File: src/mtep_pkg.sv
// ----------------------------------------------------------------------------
// MIDI track event parser package
// Shared types, widths and codes for the track event parser.
// ----------------------------------------------------------------------------
package mtep_pkg;

  localparam int MaxVlqBytes = 4;
  localparam int VlqWidth    = 28;
  localparam int CntWidth    = $clog2(MaxVlqBytes + 1);

  // Parser phases.
  localparam int PhaseWidth = 3;
  localparam logic [PhaseWidth-1:0] PH_DELTA = 3'd0;
  localparam logic [PhaseWidth-1:0] PH_CMD   = 3'd1;
  localparam logic [PhaseWidth-1:0] PH_P1    = 3'd2;
  localparam logic [PhaseWidth-1:0] PH_P2    = 3'd3;
  localparam logic [PhaseWidth-1:0] PH_MTYPE = 3'd4;
  localparam logic [PhaseWidth-1:0] PH_MLEN  = 3'd5;
  localparam logic [PhaseWidth-1:0] PH_MSKIP = 3'd6;

  // Result kinds.
  localparam logic [1:0] KIND_CHANNEL   = 2'd0;
  localparam logic [1:0] KIND_UNHANDLED = 2'd1;
  localparam logic [1:0] KIND_END       = 2'd2;
  localparam logic [1:0] KIND_TRUNCATED = 2'd3;

  // Byte constants.
  localparam logic [7:0] META_CMD      = 8'hFF;
  localparam logic [7:0] META_END_TYPE = 8'h2F;
  localparam logic [3:0] HI_NOTE_OFF   = 4'h8;
  localparam logic [3:0] HI_NOTE_ON    = 4'h9;
  localparam logic [3:0] HI_PROGRAM    = 4'hC;
  localparam logic [3:0] HI_PRESSURE   = 4'hD;
  localparam logic [3:0] HI_PITCH_BEND = 4'hE;

  typedef struct packed {
    logic [1:0]          kind;
    logic [VlqWidth-1:0] delta_time;
    logic [7:0]          command_byte;
    logic [7:0]          first_param;
    logic [7:0]          second_param;
  } result_t;

  typedef struct packed {
    logic [7:0] data_byte;
    logic       first_byte;
    logic       last_byte;
  } in_word_t;

endpackage

File: src/mtep_core.sv
// ----------------------------------------------------------------------------
// MIDI track event parser core
// Parser state and the per-byte decode step; one byte per enabled cycle.
// ----------------------------------------------------------------------------
module mtep_core import mtep_pkg::*; (
  input  logic     clk,
  input  logic     rst_n,
  input  logic     step,
  input  in_word_t word,
  output logic     res_valid,
  output result_t  res
);

  logic [PhaseWidth-1:0] phase_r, phase_nxt;
  logic [VlqWidth-1:0]   acc_r, acc_nxt;
  logic [CntWidth-1:0]   cnt_r, cnt_nxt;
  logic [VlqWidth-1:0]   delta_r, delta_nxt;
  logic [7:0]            cmd_r, cmd_nxt;
  logic [7:0]            param_r, param_nxt;
  logic [7:0]            mtype_r, mtype_nxt;
  logic [VlqWidth-1:0]   skip_r, skip_nxt;
  logic                  ended_r, ended_nxt;

  always_comb begin
    logic [PhaseWidth-1:0] ph;
    logic [VlqWidth-1:0]   acc;
    logic [CntWidth-1:0]   cnt;
    logic [VlqWidth-1:0]   dl;
    logic [7:0]            cm;
    logic [7:0]            pa;
    logic [7:0]            mt;
    logic [VlqWidth-1:0]   sk;
    logic                  en;
    logic [VlqWidth-1:0]   acc_f;
    logic [CntWidth-1:0]   cnt_f;
    logic                  vlq_done;
    logic [VlqWidth-1:0]   sk_dec;
    logic [7:0]            b;

    b = word.data_byte;
    // A first byte restarts the parser before the byte is decoded.
    if (word.first_byte) begin
      ph  = PH_DELTA;
      acc = '0;
      cnt = '0;
      dl  = '0;
      cm  = '0;
      pa  = '0;
      mt  = '0;
      sk  = '0;
      en  = 1'b0;
    end else begin
      ph  = phase_r;
      acc = acc_r;
      cnt = cnt_r;
      dl  = delta_r;
      cm  = cmd_r;
      pa  = param_r;
      mt  = mtype_r;
      sk  = skip_r;
      en  = ended_r;
    end

    acc_f    = {acc[VlqWidth-8:0], b[6:0]};
    cnt_f    = cnt + 1'b1;
    vlq_done = !b[7] || (cnt_f >= CntWidth'(MaxVlqBytes));
    sk_dec   = sk - 1'b1;

    phase_nxt = ph;
    acc_nxt   = acc;
    cnt_nxt   = cnt;
    delta_nxt = dl;
    cmd_nxt   = cm;
    param_nxt = pa;
    mtype_nxt = mt;
    skip_nxt  = sk;
    ended_nxt = en;
    res_valid = 1'b0;
    res       = '{kind: KIND_CHANNEL, delta_time: dl, command_byte: cm,
                  first_param: 8'h00, second_param: 8'h00};

    if (!en) begin
      case (phase_nxt)
        PH_DELTA: begin
          if (vlq_done) begin
            delta_nxt = acc_f;
            acc_nxt   = '0;
            cnt_nxt   = '0;
            phase_nxt = PH_CMD;
          end else begin
            acc_nxt = acc_f;
            cnt_nxt = cnt_f;
          end
        end
        PH_CMD: begin
          cmd_nxt = b;
          if (b[7:4] inside {HI_NOTE_OFF, HI_NOTE_ON, HI_PITCH_BEND,
                             HI_PROGRAM, HI_PRESSURE}) begin
            phase_nxt = PH_P1;
          end else if (b == META_CMD) begin
            phase_nxt = PH_MTYPE;
          end else begin
            res_valid        = 1'b1;
            res.kind         = KIND_UNHANDLED;
            res.command_byte = b;
            phase_nxt        = PH_DELTA;
          end
        end
        PH_P1: begin
          if (cm[7:4] inside {HI_PROGRAM, HI_PRESSURE}) begin
            res_valid       = 1'b1;
            res.first_param = b;
            phase_nxt       = PH_DELTA;
          end else begin
            param_nxt = b;
            phase_nxt = PH_P2;
          end
        end
        PH_P2: begin
          res_valid        = 1'b1;
          res.first_param  = pa;
          res.second_param = b;
          phase_nxt        = PH_DELTA;
        end
        PH_MTYPE: begin
          mtype_nxt = b;
          acc_nxt   = '0;
          cnt_nxt   = '0;
          phase_nxt = PH_MLEN;
        end
        PH_MLEN: begin
          if (vlq_done) begin
            skip_nxt = acc_f;
            acc_nxt  = '0;
            cnt_nxt  = '0;
            if (acc_f == '0) begin
              phase_nxt = PH_DELTA;
              if (mt == META_END_TYPE) begin
                ended_nxt        = 1'b1;
                res_valid        = 1'b1;
                res.kind         = KIND_END;
                res.command_byte = META_CMD;
                res.first_param  = META_END_TYPE;
              end
            end else begin
              phase_nxt = PH_MSKIP;
            end
          end else begin
            acc_nxt = acc_f;
            cnt_nxt = cnt_f;
          end
        end
        PH_MSKIP: begin
          skip_nxt = sk_dec;
          if (sk_dec == '0) begin
            phase_nxt = PH_DELTA;
            if (mt == META_END_TYPE) begin
              ended_nxt        = 1'b1;
              res_valid        = 1'b1;
              res.kind         = KIND_END;
              res.command_byte = META_CMD;
              res.first_param  = META_END_TYPE;
            end
          end
        end
        default: begin
          phase_nxt = PH_DELTA;
        end
      endcase

      // Last byte of the track: an unfinished event is reported as truncated.
      if (word.last_byte && !ended_nxt) begin
        if (phase_nxt != PH_DELTA || cnt_nxt != '0) begin
          res_valid        = 1'b1;
          res.kind         = KIND_TRUNCATED;
          res.delta_time   = (phase_nxt == PH_DELTA) ? '0 : delta_nxt;
          res.command_byte = (phase_nxt == PH_DELTA || phase_nxt == PH_CMD) ?
                             8'h00 : cmd_nxt;
          res.first_param  = 8'h00;
          res.second_param = 8'h00;
        end
        ended_nxt = 1'b1;
      end
    end
  end

  always_ff @(posedge clk) begin
    if (!rst_n) begin
      phase_r <= PH_DELTA;
      acc_r   <= '0;
      cnt_r   <= '0;
      delta_r <= '0;
      cmd_r   <= '0;
      param_r <= '0;
      mtype_r <= '0;
      skip_r  <= '0;
      ended_r <= 1'b0;
    end else if (step) begin
      phase_r <= phase_nxt;
      acc_r   <= acc_nxt;
      cnt_r   <= cnt_nxt;
      delta_r <= delta_nxt;
      cmd_r   <= cmd_nxt;
      param_r <= param_nxt;
      mtype_r <= mtype_nxt;
      skip_r  <= skip_nxt;
      ended_r <= ended_nxt;
    end
  end

endmodule

File: src/mtep_out_buf.sv
// ----------------------------------------------------------------------------
// MIDI track event parser result buffer
// Two-entry result queue that decouples the parser from output stalls.
// ----------------------------------------------------------------------------
module mtep_out_buf import mtep_pkg::*; (
  input  logic    clk,
  input  logic    rst_n,
  input  logic    push,
  input  result_t push_data,
  output logic    room,
  output logic    out_valid,
  input  logic    out_ready,
  output result_t out_data
);

  logic [1:0] count_r, count_nxt;
  result_t    slot0_r, slot0_nxt;
  result_t    slot1_r, slot1_nxt;
  logic       pop;

  assign pop       = (count_r != 2'd0) && out_ready;
  assign room      = (count_r != 2'd2) || out_ready;
  assign out_valid = (count_r != 2'd0);
  assign out_data  = slot0_r;

  always_comb begin
    count_nxt = count_r;
    slot0_nxt = slot0_r;
    slot1_nxt = slot1_r;
    case (count_r)
      2'd0: begin
        if (push) begin
          slot0_nxt = push_data;
          count_nxt = 2'd1;
        end
      end
      2'd1: begin
        if (push && pop) begin
          slot0_nxt = push_data;
        end else if (push) begin
          slot1_nxt = push_data;
          count_nxt = 2'd2;
        end else if (pop) begin
          count_nxt = 2'd0;
        end
      end
      2'd2: begin
        if (pop) begin
          slot0_nxt = slot1_r;
          if (push) begin
            slot1_nxt = push_data;
          end else begin
            count_nxt = 2'd1;
          end
        end
      end
      default: begin
        count_nxt = 2'd0;
      end
    endcase
  end

  always_ff @(posedge clk) begin
    if (!rst_n) begin
      count_r <= 2'd0;
    end else begin
      count_r <= count_nxt;
    end
    slot0_r <= slot0_nxt;
    slot1_r <= slot1_nxt;
  end

endmodule

File: src/midi_track_event_parser_top.sv
// ----------------------------------------------------------------------------
// MIDI track event parser, top level
// Byte-serial track event decoder with an input register and result queue.
// ----------------------------------------------------------------------------
// Result path: the word that completes an event is held in the input register,
// and its result is then written into the result queue that drives out_valid.
// Throughput: one word per cycle, sustained while results are taken; the
// parser step is a single short decode between the two registers.
// Reset: rst_n is synchronous, active low, and returns the parser to waiting
// for a delta time with both the input register and result queue empty.
module midi_track_event_parser_top import mtep_pkg::*; (
  input  logic                clk,
  input  logic                rst_n,
  input  logic                in_valid,
  output logic                in_ready,
  input  logic [7:0]          in_data_byte,
  input  logic                in_first_byte,
  input  logic                in_last_byte,
  output logic                out_valid,
  input  logic                out_ready,
  output logic [1:0]          out_kind,
  output logic [VlqWidth-1:0] out_delta_time,
  output logic [7:0]          out_command_byte,
  output logic [7:0]          out_first_param,
  output logic [7:0]          out_second_param
);

  // Input register. A held word is decoded once the result queue has room;
  // the queue always has room for one result whenever it can pop or is not
  // full, so decode and acceptance overlap in every cycle in which it has room.
  logic     stage_valid_r;
  in_word_t stage_word_r;
  logic     room;
  logic     advance;
  logic     res_valid;
  result_t  res;
  result_t  out_data;

  assign advance  = stage_valid_r && room;
  assign in_ready = !stage_valid_r || room;

  always_ff @(posedge clk) begin
    if (!rst_n) begin
      stage_valid_r <= 1'b0;
    end else if (in_ready) begin
      stage_valid_r <= in_valid;
    end
    if (in_ready && in_valid) begin
      stage_word_r <= '{data_byte: in_data_byte, first_byte: in_first_byte,
                        last_byte: in_last_byte};
    end
  end

  // The parser state advances only when the held word is consumed, so any
  // stall on the result side freezes decoding without losing a word.
  mtep_core u_core (
    .clk       (clk),
    .rst_n     (rst_n),
    .step      (advance),
    .word      (stage_word_r),
    .res_valid (res_valid),
    .res       (res)
  );

  mtep_out_buf u_out_buf (
    .clk       (clk),
    .rst_n     (rst_n),
    .push      (advance && res_valid),
    .push_data (res),
    .room      (room),
    .out_valid (out_valid),
    .out_ready (out_ready),
    .out_data  (out_data)
  );

  assign out_kind         = out_data.kind;
  assign out_delta_time   = out_data.delta_time;
  assign out_command_byte = out_data.command_byte;
  assign out_first_param  = out_data.first_param;
  assign out_second_param = out_data.second_param;

endmodule

File: config.mk
export PLATFORM = sky130hd
export DESIGN_NAME = midi_track_event_parser_top
export DESIGN_NICKNAME = d
export VERILOG_FILES = /design/src/mtep_pkg.sv /design/src/mtep_core.sv /design/src/mtep_out_buf.sv /design/src/midi_track_event_parser_top.sv
export SDC_FILE = /design/constraint.sdc
export NUM_CORES = 1
export LEC_CHECK = 0
export BUFFER_PORTS_ARGS = -buffer_cell sky130_fd_sc_hd__buf_2
export CAP_MARGIN = 30
export CORE_UTILIZATION = 50
export DETAILED_ROUTE_END_ITERATION = 12
export GPL_ROUTABILITY_DRIVEN = 0
export PLACE_DENSITY = 0.78
export SLEW_MARGIN = 20
export SYNTH_ARGS = -nofsm -noshare
export SYNTH_HDL_FRONTEND = slang
export SYNTH_SLANG_ARGS = --single-unit
File: constraint.sdc
create_clock -name clk -period 10.05 [get_ports clk]
set_clock_uncertainty 0.1 [all_clocks]
set_input_delay 1.005 -clock clk [delete_from_list [all_inputs] [get_ports clk]]
set_output_delay 1.005 -clock clk [all_outputs]
set_load 0.01 [all_outputs]
## Word level (Yosys, flattened, before mapping)

Cells that the tools add are included.

- Memories: 0
- Output and inout bits: 56
- Memory bits (writable): 0
- Bits of input ports: 14
- Register bits after elaboration: 236
- Latch bits: 0
- ROM bits: 0
- Word-level logic and storage cells: 173

- Div/mod/pow operators: 0
- Magnitude comparators: 1
- Muxes and demuxes: 91
- Multipliers: 0
- Reductions and logical operators: 30
- Eq/ne operators: 25
- Shift operators: 0
- $add $sub $neg: 2
- Bitwise gates (word level): 0

Operator list:

| kind | count |
|---|---|
| 54-bit two-way mux | 9 |
| 28-bit two-way mux | 11 |
| 54-bit case mux with 3 select lines | 1 |
| 8-bit two-way mux | 15 |
| 28-bit case mux with 2 select lines | 2 |
| 54-bit case mux with 2 select lines | 1 |
| 16-bit two-way mux | 4 |
| 28-bit logical NOT | 2 |
| 3-bit two-way mux | 13 |
| 8-bit case mux with 4 select lines | 1 |
| 4-bit equality test (second input constant) | 7 |
| 28-bit by 1-bit subtractor with 28-bit output (second input constant) | 1 |
| 2-bit two-way mux | 12 |
| 8-bit case mux with 3 select lines | 1 |
| 3-bit case mux with 6 select lines | 1 |
| 1-bit two-way mux | 15 |
| 2-bit case mux with 3 select lines | 2 |
| 3-bit equality test (second input constant) | 3 |
| 3-bit nonzero test | 3 |
| 8-bit by 6-bit equality test with 1-bit output (second input constant) | 1 |
| 8-bit equality test (second input constant) | 1 |
| 3-bit by 1-bit equality test with 1-bit output (second input constant) | 2 |
| 3-bit by 2-bit equality test with 1-bit output (second input constant) | 2 |
| 1-bit logical AND | 6 |
| other kinds (20) | 33 |

## Depth between registers and ports, before layout

Gate-level depths: netlist of the first run.

- Depth in word-level cells: 16
- Depth in mapped cells: 19
- Depth with buffers taken out: 13

## Modules after synthesis

Synthesis of the first run repeated with hierarchy kept, for this count alone.

- Cell total of the unflattened synthesis: 1,184
- Area total of the unflattened synthesis: 11,364.6 um^2

Modules (own cells, without submodules):

| module | sequential area each (um^2) | area an instance (um^2) | instances | cells an instance |
|---|---|---|---|---|
| mtep_core | 2,162.1 | 6,892.9 | 1 | 867 |
| mtep_out_buf | 3,283.1 | 4,098.9 | 1 | 300 |
| midi_track_event_parser_top | 320.3 | 372.9 | 1 | 17 |

## Least setup slack after synthesis of the first run

No wires, ideal clock.

- Path kind: register -> register
- From: register stage_word_r[1] (netlist bit)
- To: register u_out_buf.slot0_r, in the netlist u_out_buf.out_data[0], enable pin
- Setup time: 0.484 ns
- Arrival: 6.898 ns
- Cell stages (with the launch flop): 19
- Slack: 2.568 ns
- Buffers on the path: 5
- Period minus slack after synthesis: 7.482 ns
- Data required time: 9.466 ns
- Cell sequence: edfxtp_1 -> clkinv_1 -> clkbuf_1 -> clkbuf_1 -> clkbuf_1 -> clkbuf_1 -> nand2_1 -> ha_1 -> clkbuf_1 -> nor3b_1 -> and4_1 -> o32ai_1 -> nand2_1 -> nor4_2 -> nand2_1 -> o31a_1 -> o211ai_1 -> o211ai_1 -> a21oi_1

- Cells in the longest elaborated chain, start to end: 16
- Elaborated cells between the ends (all ways): 56
- Classes of those cells: 2 x add/sub; 1 x order compare; 11 x eq/ne; 28 x mux; 14 x reduce/logical

Ends and longest elaborated chain:

| element | RTL line | source |
|---|---|---|
| start: declaration | midi_track_event_parser_top.sv:32 | `in_word_t stage_word_r;` |
| start signal: assignment | midi_track_event_parser_top.sv:49 | `stage_word_r <= '{data_byte: in_data_byte, first_byte: in_first_byte,` |
| parallel branches: the longest is 11 deep, another holds 28-bit by 1-bit subtractor with 28-bit output | n/a |  |
| 1-bit two-way mux * | mtep_core.sv:82 | `if (!en) begin` |
| 1-bit logical AND * | midi_track_event_parser_top.sv:68 | `.push (advance && res_valid),` |
| 1-bit logical AND | mtep_out_buf.sv:38 | `if (push && pop) begin` |
| 2-bit by 1-bit inequality test with 1-bit output (no line) | n/a |  |
| 4-bit AND reduction (no line) * | n/a |  |
| end signal: assignment | mtep_out_buf.sv:69 | `slot0_r <= slot0_nxt;` |
| end: declaration | mtep_out_buf.sv:17 | `result_t slot0_r, slot0_nxt;` |

Every way passes the cells marked *. The select of a mux whose other input is x is not followed.
A chain may end at the register's enable or synchronous reset.

## Worst setup path in the final report of the first run

- From: register stage_word_r[1] (netlist bit)
- To: register u_out_buf.slot0_r, in the netlist u_out_buf.out_data[43], enable pin

The elaborated chain is that of the path after synthesis.

==> results of run 1 <==
[flip-flops by register name (all words and copies together), names as in the netlist]
name	flops
u_core.ended_r	1
u_core.acc_r	21
u_core.param_r	8
u_core.delta_r	28
u_out_buf.out_data	54
u_out_buf.slot1_r	54
u_core.mtype_r	8
stage_valid_r	1
u_core.skip_r	28
u_out_buf.count_r	2
stage_word_r	10
u_core.phase_r	3
u_core.cmd_r	8
u_core.cnt_r	3
[power by group]
part / leakage (nW) / switching, mW / internal (mW) / total, mW
combinational: 2.33 / 0.160 / 0.0731 / 0.234
clock: 0.392 / 0.366 / 0.537 / 0.902
sequential: 2.07 / 0.0249 / 1.02 / 1.04
[final cells by class]
type	count	area, um2	area share
flip-flops and latches	229	5770	0.432
clock buffers	35	703	0.0527
well taps	319	399	0.0299
inverters	26	97.6	0.00732
multi-input cells	922	5700	0.427
clock inverters	9	98.8	0.00741
repair buffers	97	574	0.0431
[cell usage in the layout, fill, tap and decap left out, types with 8 or more instances in the layout]
master                      synthesis  routed
sky130_fd_sc_hd__nand3_1           19      19
sky130_fd_sc_hd__o22ai_1           16      16
sky130_fd_sc_hd__a22oi_1           95      95
sky130_fd_sc_hd__nand4_1           14      14
sky130_fd_sc_hd__buf_2             10      71
sky130_fd_sc_hd__o211ai_1          32      32
sky130_fd_sc_hd__dfxtp_1          111     111
sky130_fd_sc_hd__a21oi_1           47      46
sky130_fd_sc_hd__nor2_1           111     110
sky130_fd_sc_hd__a31oi_1           43      43
sky130_fd_sc_hd__o21ai_0           42      42
sky130_fd_sc_hd__nor4_1            12      12
sky130_fd_sc_hd__xnor2_1            8       8
sky130_fd_sc_hd__o31ai_1           16      16
sky130_fd_sc_hd__edfxtp_1         118     118
sky130_fd_sc_hd__or3_1             11      11
sky130_fd_sc_hd__inv_1             24      23
sky130_fd_sc_hd__a32oi_1            8       8
sky130_fd_sc_hd__mux2i_1           15      15
sky130_fd_sc_hd__nor2b_1          100     100
sky130_fd_sc_hd__nand2_1          144     144
sky130_fd_sc_hd__buf_4              2      23
sky130_fd_sc_hd__nor3_1            31      30
sky130_fd_sc_hd__clkbuf_16          0      25
[worst paths after layout]
| check | from | end |
|---|---|---|
| setup / recovery | stage_word_r[1] | u_out_buf.out_data[43] |
| hold / removal | u_core.cnt_r[2] | u_core.cnt_r[2] |
| setup reg to reg | stage_word_r[1] | u_out_buf.out_data[43] |
| hold reg to reg | u_core.cnt_r[2] | u_core.cnt_r[2] |
[metal layers]
metal,up-vias,GRT usage,routed length (um)
met5,-,0,0
li1,4841,-,-
met1,4931,0.362,13300
met3,90,0.0446,3450
met2,638,0.403,14100
met4,0,0.0999,1020
[stage by stage]
stage,worst slack (ps),total power [mW]
6_report,4420,2.18
5_1_grt,4050,2.24
4_1_cts,4510,2.18
3_5_place_dp,4540,1.29
3_3_place_gp,4850,1.28
2_1_floorplan,2570,1.21
[worst max-delay path, delay by kind of cell, from the launching register on]
kind	cells	cell delay [ps]
AND/OR/NAND/NOR	5	1560
flip-flops	1	320
AO/OA/AOI/OAI	6	1580
buffers and inverters	3	1290
adder cells (fa/ha/maj)	1	340
[kinds of logic (layout without fill, tap and decap cells)]
group | after synthesis | after routing | share of synthesized area
AOI/OAI and AO/OA | 387 | 387 | 0.230
xor gates and xnor gates | 13 | 13 | 0.00953
adders and majority gates | 7 | 7 | 0.00733
buffers and inverters | 127 | 167 | 0.0428
DFF | 229 | 229 | 0.483
muxes | 19 | 19 | 0.0163
and+or+nand+nor | 496 | 496 | 0.211
==> parameters.txt, run 1 <==
Parameter                              Value

STA
  Count of endpoints failing hold in the final timing report    0
  Post-route minimum period    5630 ps
  Worst-margin pin slew    903 ps
  Unrepaired setup endpoints after global routing    no
  Post-route worst hold slack    394 ps
  Period utilisation layout    0.560
  Remaining max-slew budget at the tightest pin    0.396
  Total of endpoints with negative setup slack in the final report    0
  Final total negative setup slack    0 ps
  Final Max Tran Viols    0
  Highest attainable clock frequency    0.178 GHz

Layout
  Number of filler instances in the final layout    2051
  Final core occ    0.568
  Non-filler cells, final    1637
  Diodes inserted    0
  Number of nets in the final layout    1321
  Syn-to-layout area delta    11.6%
  Final standard cell area without fillers    13300 um2
  Fraction of layout cells with a size suffix above 1    0.127

Critical path
  Slack of the worst reg-to-reg path    4420 ps
  Startpoint type of the worst setup path    flop
  Critical path endpoint category    flop
  Count of cells along the worst register-to-register path    15
  Req. time, crit path    10090 ps
  Crit path kind    reg -> reg
  Worst endpoint data arrival time    5670 ps
  Largest fanout of any net on the critical path    54
  Critical path cell sequence    buf_4, clkinv_1, nand2_1, ha_1, nor3b_1, and4_1, a21oi_1, o21a_1, nor4b_2, nand2_1, o31a_1, o211ai_1, o211ai_1, a21oi_4, buf_4
  CP peak stage delay    590 ps
  Critical-path cell with the highest stage delay    sky130_fd_sc_hd__buf_4

Drt
  Number of detailed-route iterations in the first pass    7
  Via total after detailed routing    10500
  Number of DRC violations after detailed-routing iteration 0    1214
  Via-to-Cell Ratio    6.41
  Number of nets with antenna violations after routing    0
  Drt drc    0
  Final routed wire length divided by cell count    19.5 um
  Total length of routed wires    31.9 mm

Power and ir drop
  Power density normalized to cell area    163 nW/um2
  Leakage power total    4.79 nW
  Peak supply drop    0.000124 V

Yosys
  Average cell area after synthesis    9.35 um2
  Distinct cell type count of the synthesized netlist    79
  Top cells by area in the synthesized netlist    sky130_fd_sc_hd__edfxtp_1 (30%), sky130_fd_sc_hd__dfxtp_1 (19%), sky130_fd_sc_hd__a22oi_1 (6.0%)
  Top cell type by total area after synthesis    sky130_fd_sc_hd__edfxtp_1
  Count of warnings emitted by yosys    0
  Most common flop cell mapped by yosys    sky130_fd_sc_hd__edfxtp_1
  Area fraction of the dominant cell type after synthesis    0.297
  Proportion of register bits with asynchronous set or reset after synthesis    0
  Area of the mapped netlist    11900 um2
  Post-Syn Nets    1299
  Portion of the post-synthesis area used by sequential elements    0.483
  Most common cell in the synthesized netlist    sky130_fd_sc_hd__nand2_1
  Count of state elements after synthesis    229
  Cell count after synthesis    1278
  Most numerous cell types in the synthesized netlist    sky130_fd_sc_hd__nand2_1 (144), sky130_fd_sc_hd__edfxtp_1 (118), sky130_fd_sc_hd__dfxtp_1 (111), sky130_fd_sc_hd__nor2_1 (111), sky130_fd_sc_hd__nor2b_1 (100)
  Count of flip-flops with a built-in enable after synthesis    118

Place
  Placed Instance Area    12500 um2
  Dpl cells    1590
  Detailed placement HPWL    20.2 mm
  Buffers added on ports    69

Clocking
  Post-CTS Hold Fix Bufs    0
  Total clock buffers created by CTS    24
  Setup Fix Bufs, Post-CTS    0
  Worst skew pair latency    520 ps
  Number of gates resized after CTS    0
  Clock transition at path regs    60 ps
  CTS max path bufs    3
  CTS tree    done
  Total number of clock tree sinks    229
  H-Tree Level Count    1
  Cell chosen for the clock root    sky130_fd_sc_hd__clkbuf_16

Global route
  Vias in the first global route    9782
  Aggregate global-route resource usage    0.260
  Remaining Overflow, GRT    0
  First-pass GRT wire length    51.1 mm
  Number of antenna violations at the first check in global routing    0
  Maximum number of pins on one net before global-route repair    116

Die
  Area enclosed by the die boundary    24500 um2
  Row Count    56
  Placeable core area    23500 um2
  Die Y-Extent    157 um
  # IOs    70
  Die Span X    157 um
  Starting density of the core    0.509

Job
  Count of maximum capacitance violations    0

Status
  Outcome    finished clean

Worst hold path
  Hold Path Cell Cnt    1
  Hold crit path type    reg -> reg
Note: power is estimated with default switching activity, not from simulation.
==> inputs of run 2 (changes only) <==
==> constraint.sdc (replaced) <==
create_clock -name clk -period 5.75 [get_ports clk]
set_clock_uncertainty 0.1 [all_clocks]
set_input_delay 0.575 -clock clk [delete_from_list [all_inputs] [get_ports clk]]
set_output_delay 0.575 -clock clk [all_outputs]
set_load 0.01 [all_outputs]
==> run 2 against run 1 <==
Total power is 73% higher. Largest cell class unchanged. Clock power increased by 72%. Register-to-register slack got worse by 3800 ps. Sequential power increased by 74%. Largest power group unchanged.
==> parameters.txt, run 2 (same netlist as run 1, synthesis figures left out) <==
Parameter                              Value

Status
  Outcome    finished clean

Critical path
  Critical-path cell with the highest stage delay    sky130_fd_sc_hd__buf_4
  Req. time, crit path    5780 ps
  Critical path cell sequence    clkinv_1, nand2_1, ha_1, nor3b_1, and4_1, a21oi_1, o21a_1, nor4b_2, nand2_1, o31a_1, o211ai_1, and4_2, buf_4
  Largest fanout of any net on the critical path    49
  Slack of the worst reg-to-reg path    590 ps
  Crit path kind    reg -> reg
  CP peak stage delay    570 ps
  Worst endpoint data arrival time    5190 ps
  Critical path endpoint category    flop
  Critical Path Most Common Cell    sky130_fd_sc_hd__nand2_1
  Startpoint type of the worst setup path    flop

Clocking
  CTS tree    done
  Clock transition at path regs    60 ps
  Worst skew pair latency    530 ps
  Total number of clock tree sinks    229
  Cell chosen for the clock root    sky130_fd_sc_hd__clkbuf_16
  Number of gates resized after CTS    0
  Setup Fix Bufs, Post-CTS    0
  Post-CTS Hold Fix Bufs    0
  CTS max path bufs    3
  Total clock buffers created by CTS    25
  H-Tree Level Count    1

STA
  Remaining max-slew budget at the tightest pin    0.339
  Total of endpoints with negative setup slack in the final report    0
  Worst-margin pin slew    984 ps
  Post-route minimum period    5160 ps
  Unrepaired setup endpoints after global routing    no
  Final total negative setup slack    0 ps
  Highest attainable clock frequency    0.194 GHz
  Count of endpoints failing hold in the final timing report    0
  Post-route worst hold slack    131 ps
  Final Max Tran Viols    0
  Period utilisation layout    0.897

Layout
  Most frequent cells in the layout    sky130_fd_sc_hd__nand2_1 (144), sky130_fd_sc_hd__edfxtp_1 (118), sky130_fd_sc_hd__dfxtp_1 (111), sky130_fd_sc_hd__nor2_1 (110), sky130_fd_sc_hd__nor2b_1 (100)
  Diodes inserted    0
  Number of nets in the final layout    1321
  Most common library cell in the layout ignoring fill and taps    sky130_fd_sc_hd__nand2_1
  Syn-to-layout area delta    11.4%
  Fraction of layout cells with a size suffix above 1    0.124
  Non-filler cells, final    1637
  Final standard cell area without fillers    13300 um2

Power and ir drop
  Power density normalized to cell area    283 nW/um2
  Leakage power total    4.78 nW
  Peak supply drop    0.000259 V
  Power Total    3.77 mW

Worst hold path
  Hold crit path type    in -> reg

Die
  # IOs    70
  Row Count    56
  Area enclosed by the die boundary    24500 um2
  Starting density of the core    0.509
  Placeable core area    23500 um2
  Die Span X    157 um
  Die Y-Extent    157 um

Drt
  Number of detailed-route iterations in the first pass    8
  Via-to-Cell Ratio    6.34
  Number of nets with antenna violations after routing    0
  Number of DRC violations after detailed-routing iteration 0    1244
  Drt drc    0
  Final routed wire length divided by cell count    19.2 um
  Total length of routed wires    31.5 mm
  Via total after detailed routing    10383

Global route
  First-pass GRT wire length    50.7 mm
  Number of antenna violations at the first check in global routing    0
  Maximum number of pins on one net before global-route repair    79
  Vias in the first global route    9564
  Aggregate global-route resource usage    0.258
  Remaining Overflow, GRT    0

Place
  Dpl cells    1592
  Placed Instance Area    12500 um2
  Buffers added on ports    69
  Detailed placement HPWL    20.5 mm

Job
  Count of maximum capacitance violations    0
-- run 2: changes by cell type in the layout (fill, tap and decap cells not counted), sizes merged --
cell,previous run,this run
buf,97,96
clkbuf,35,39
inv,25,24
clkinv,7,6
bufinv,2,1
-- run 2: power by group --
part	switching [mW]	total [mW]	internal (mW)
Clock	0.620	1.55	0.926
Sequential	0.0357	1.81	1.78
Combinational	0.287	0.414	0.128
Total	0.942	3.77	2.83
-- run 2: worst max-delay path, delay by kind of cell, from the launching register on --
family          cells  cell delay [ps]
flops               1              360
simple gates        6             2040
fa+ha+maj           1              390
buf+inv             2              700
compound gates      4             1110
-- run 2: layer usage --
metal	global-route usage	wire, um	vias to the layer above
met5	0	0	-
met3	0.0507	3530	98
met4	0.0929	907	0
met2	0.394	13800	634
met1	0.363	13200	4817
li1	-	-	4834
-- run 2: per-stage QoR --
step	utilization	setup slack (ps)
2_1_floorplan	-	75.0
3_5_place_dp	0.533	766
3_3_place_gp	0.532	912
6_report	0.567	590
5_1_grt	0.567	329
4_1_cts	0.567	706
-- run 2: final timing paths --
path	from	end	cells after the start
max	stage_word_r[1]	u_out_buf.slot1_r[43]	13
min	in_data_byte[0]	stage_word_r[2]	1
max reg2reg	stage_word_r[1]	u_out_buf.slot1_r[43]	13
min reg2reg	u_core.cnt_r[2]	u_core.cnt_r[2]	1
-- run 2: area by class of cell --
cell class	instances	area, um2
repair buffers	96	557
clock buffers	39	741
flip-flops and latches	229	5770
fillers	1998	10200
inverters	26	97.6
well taps	319	399
clock inverters	6	56.3
multi-input cells	922	5700
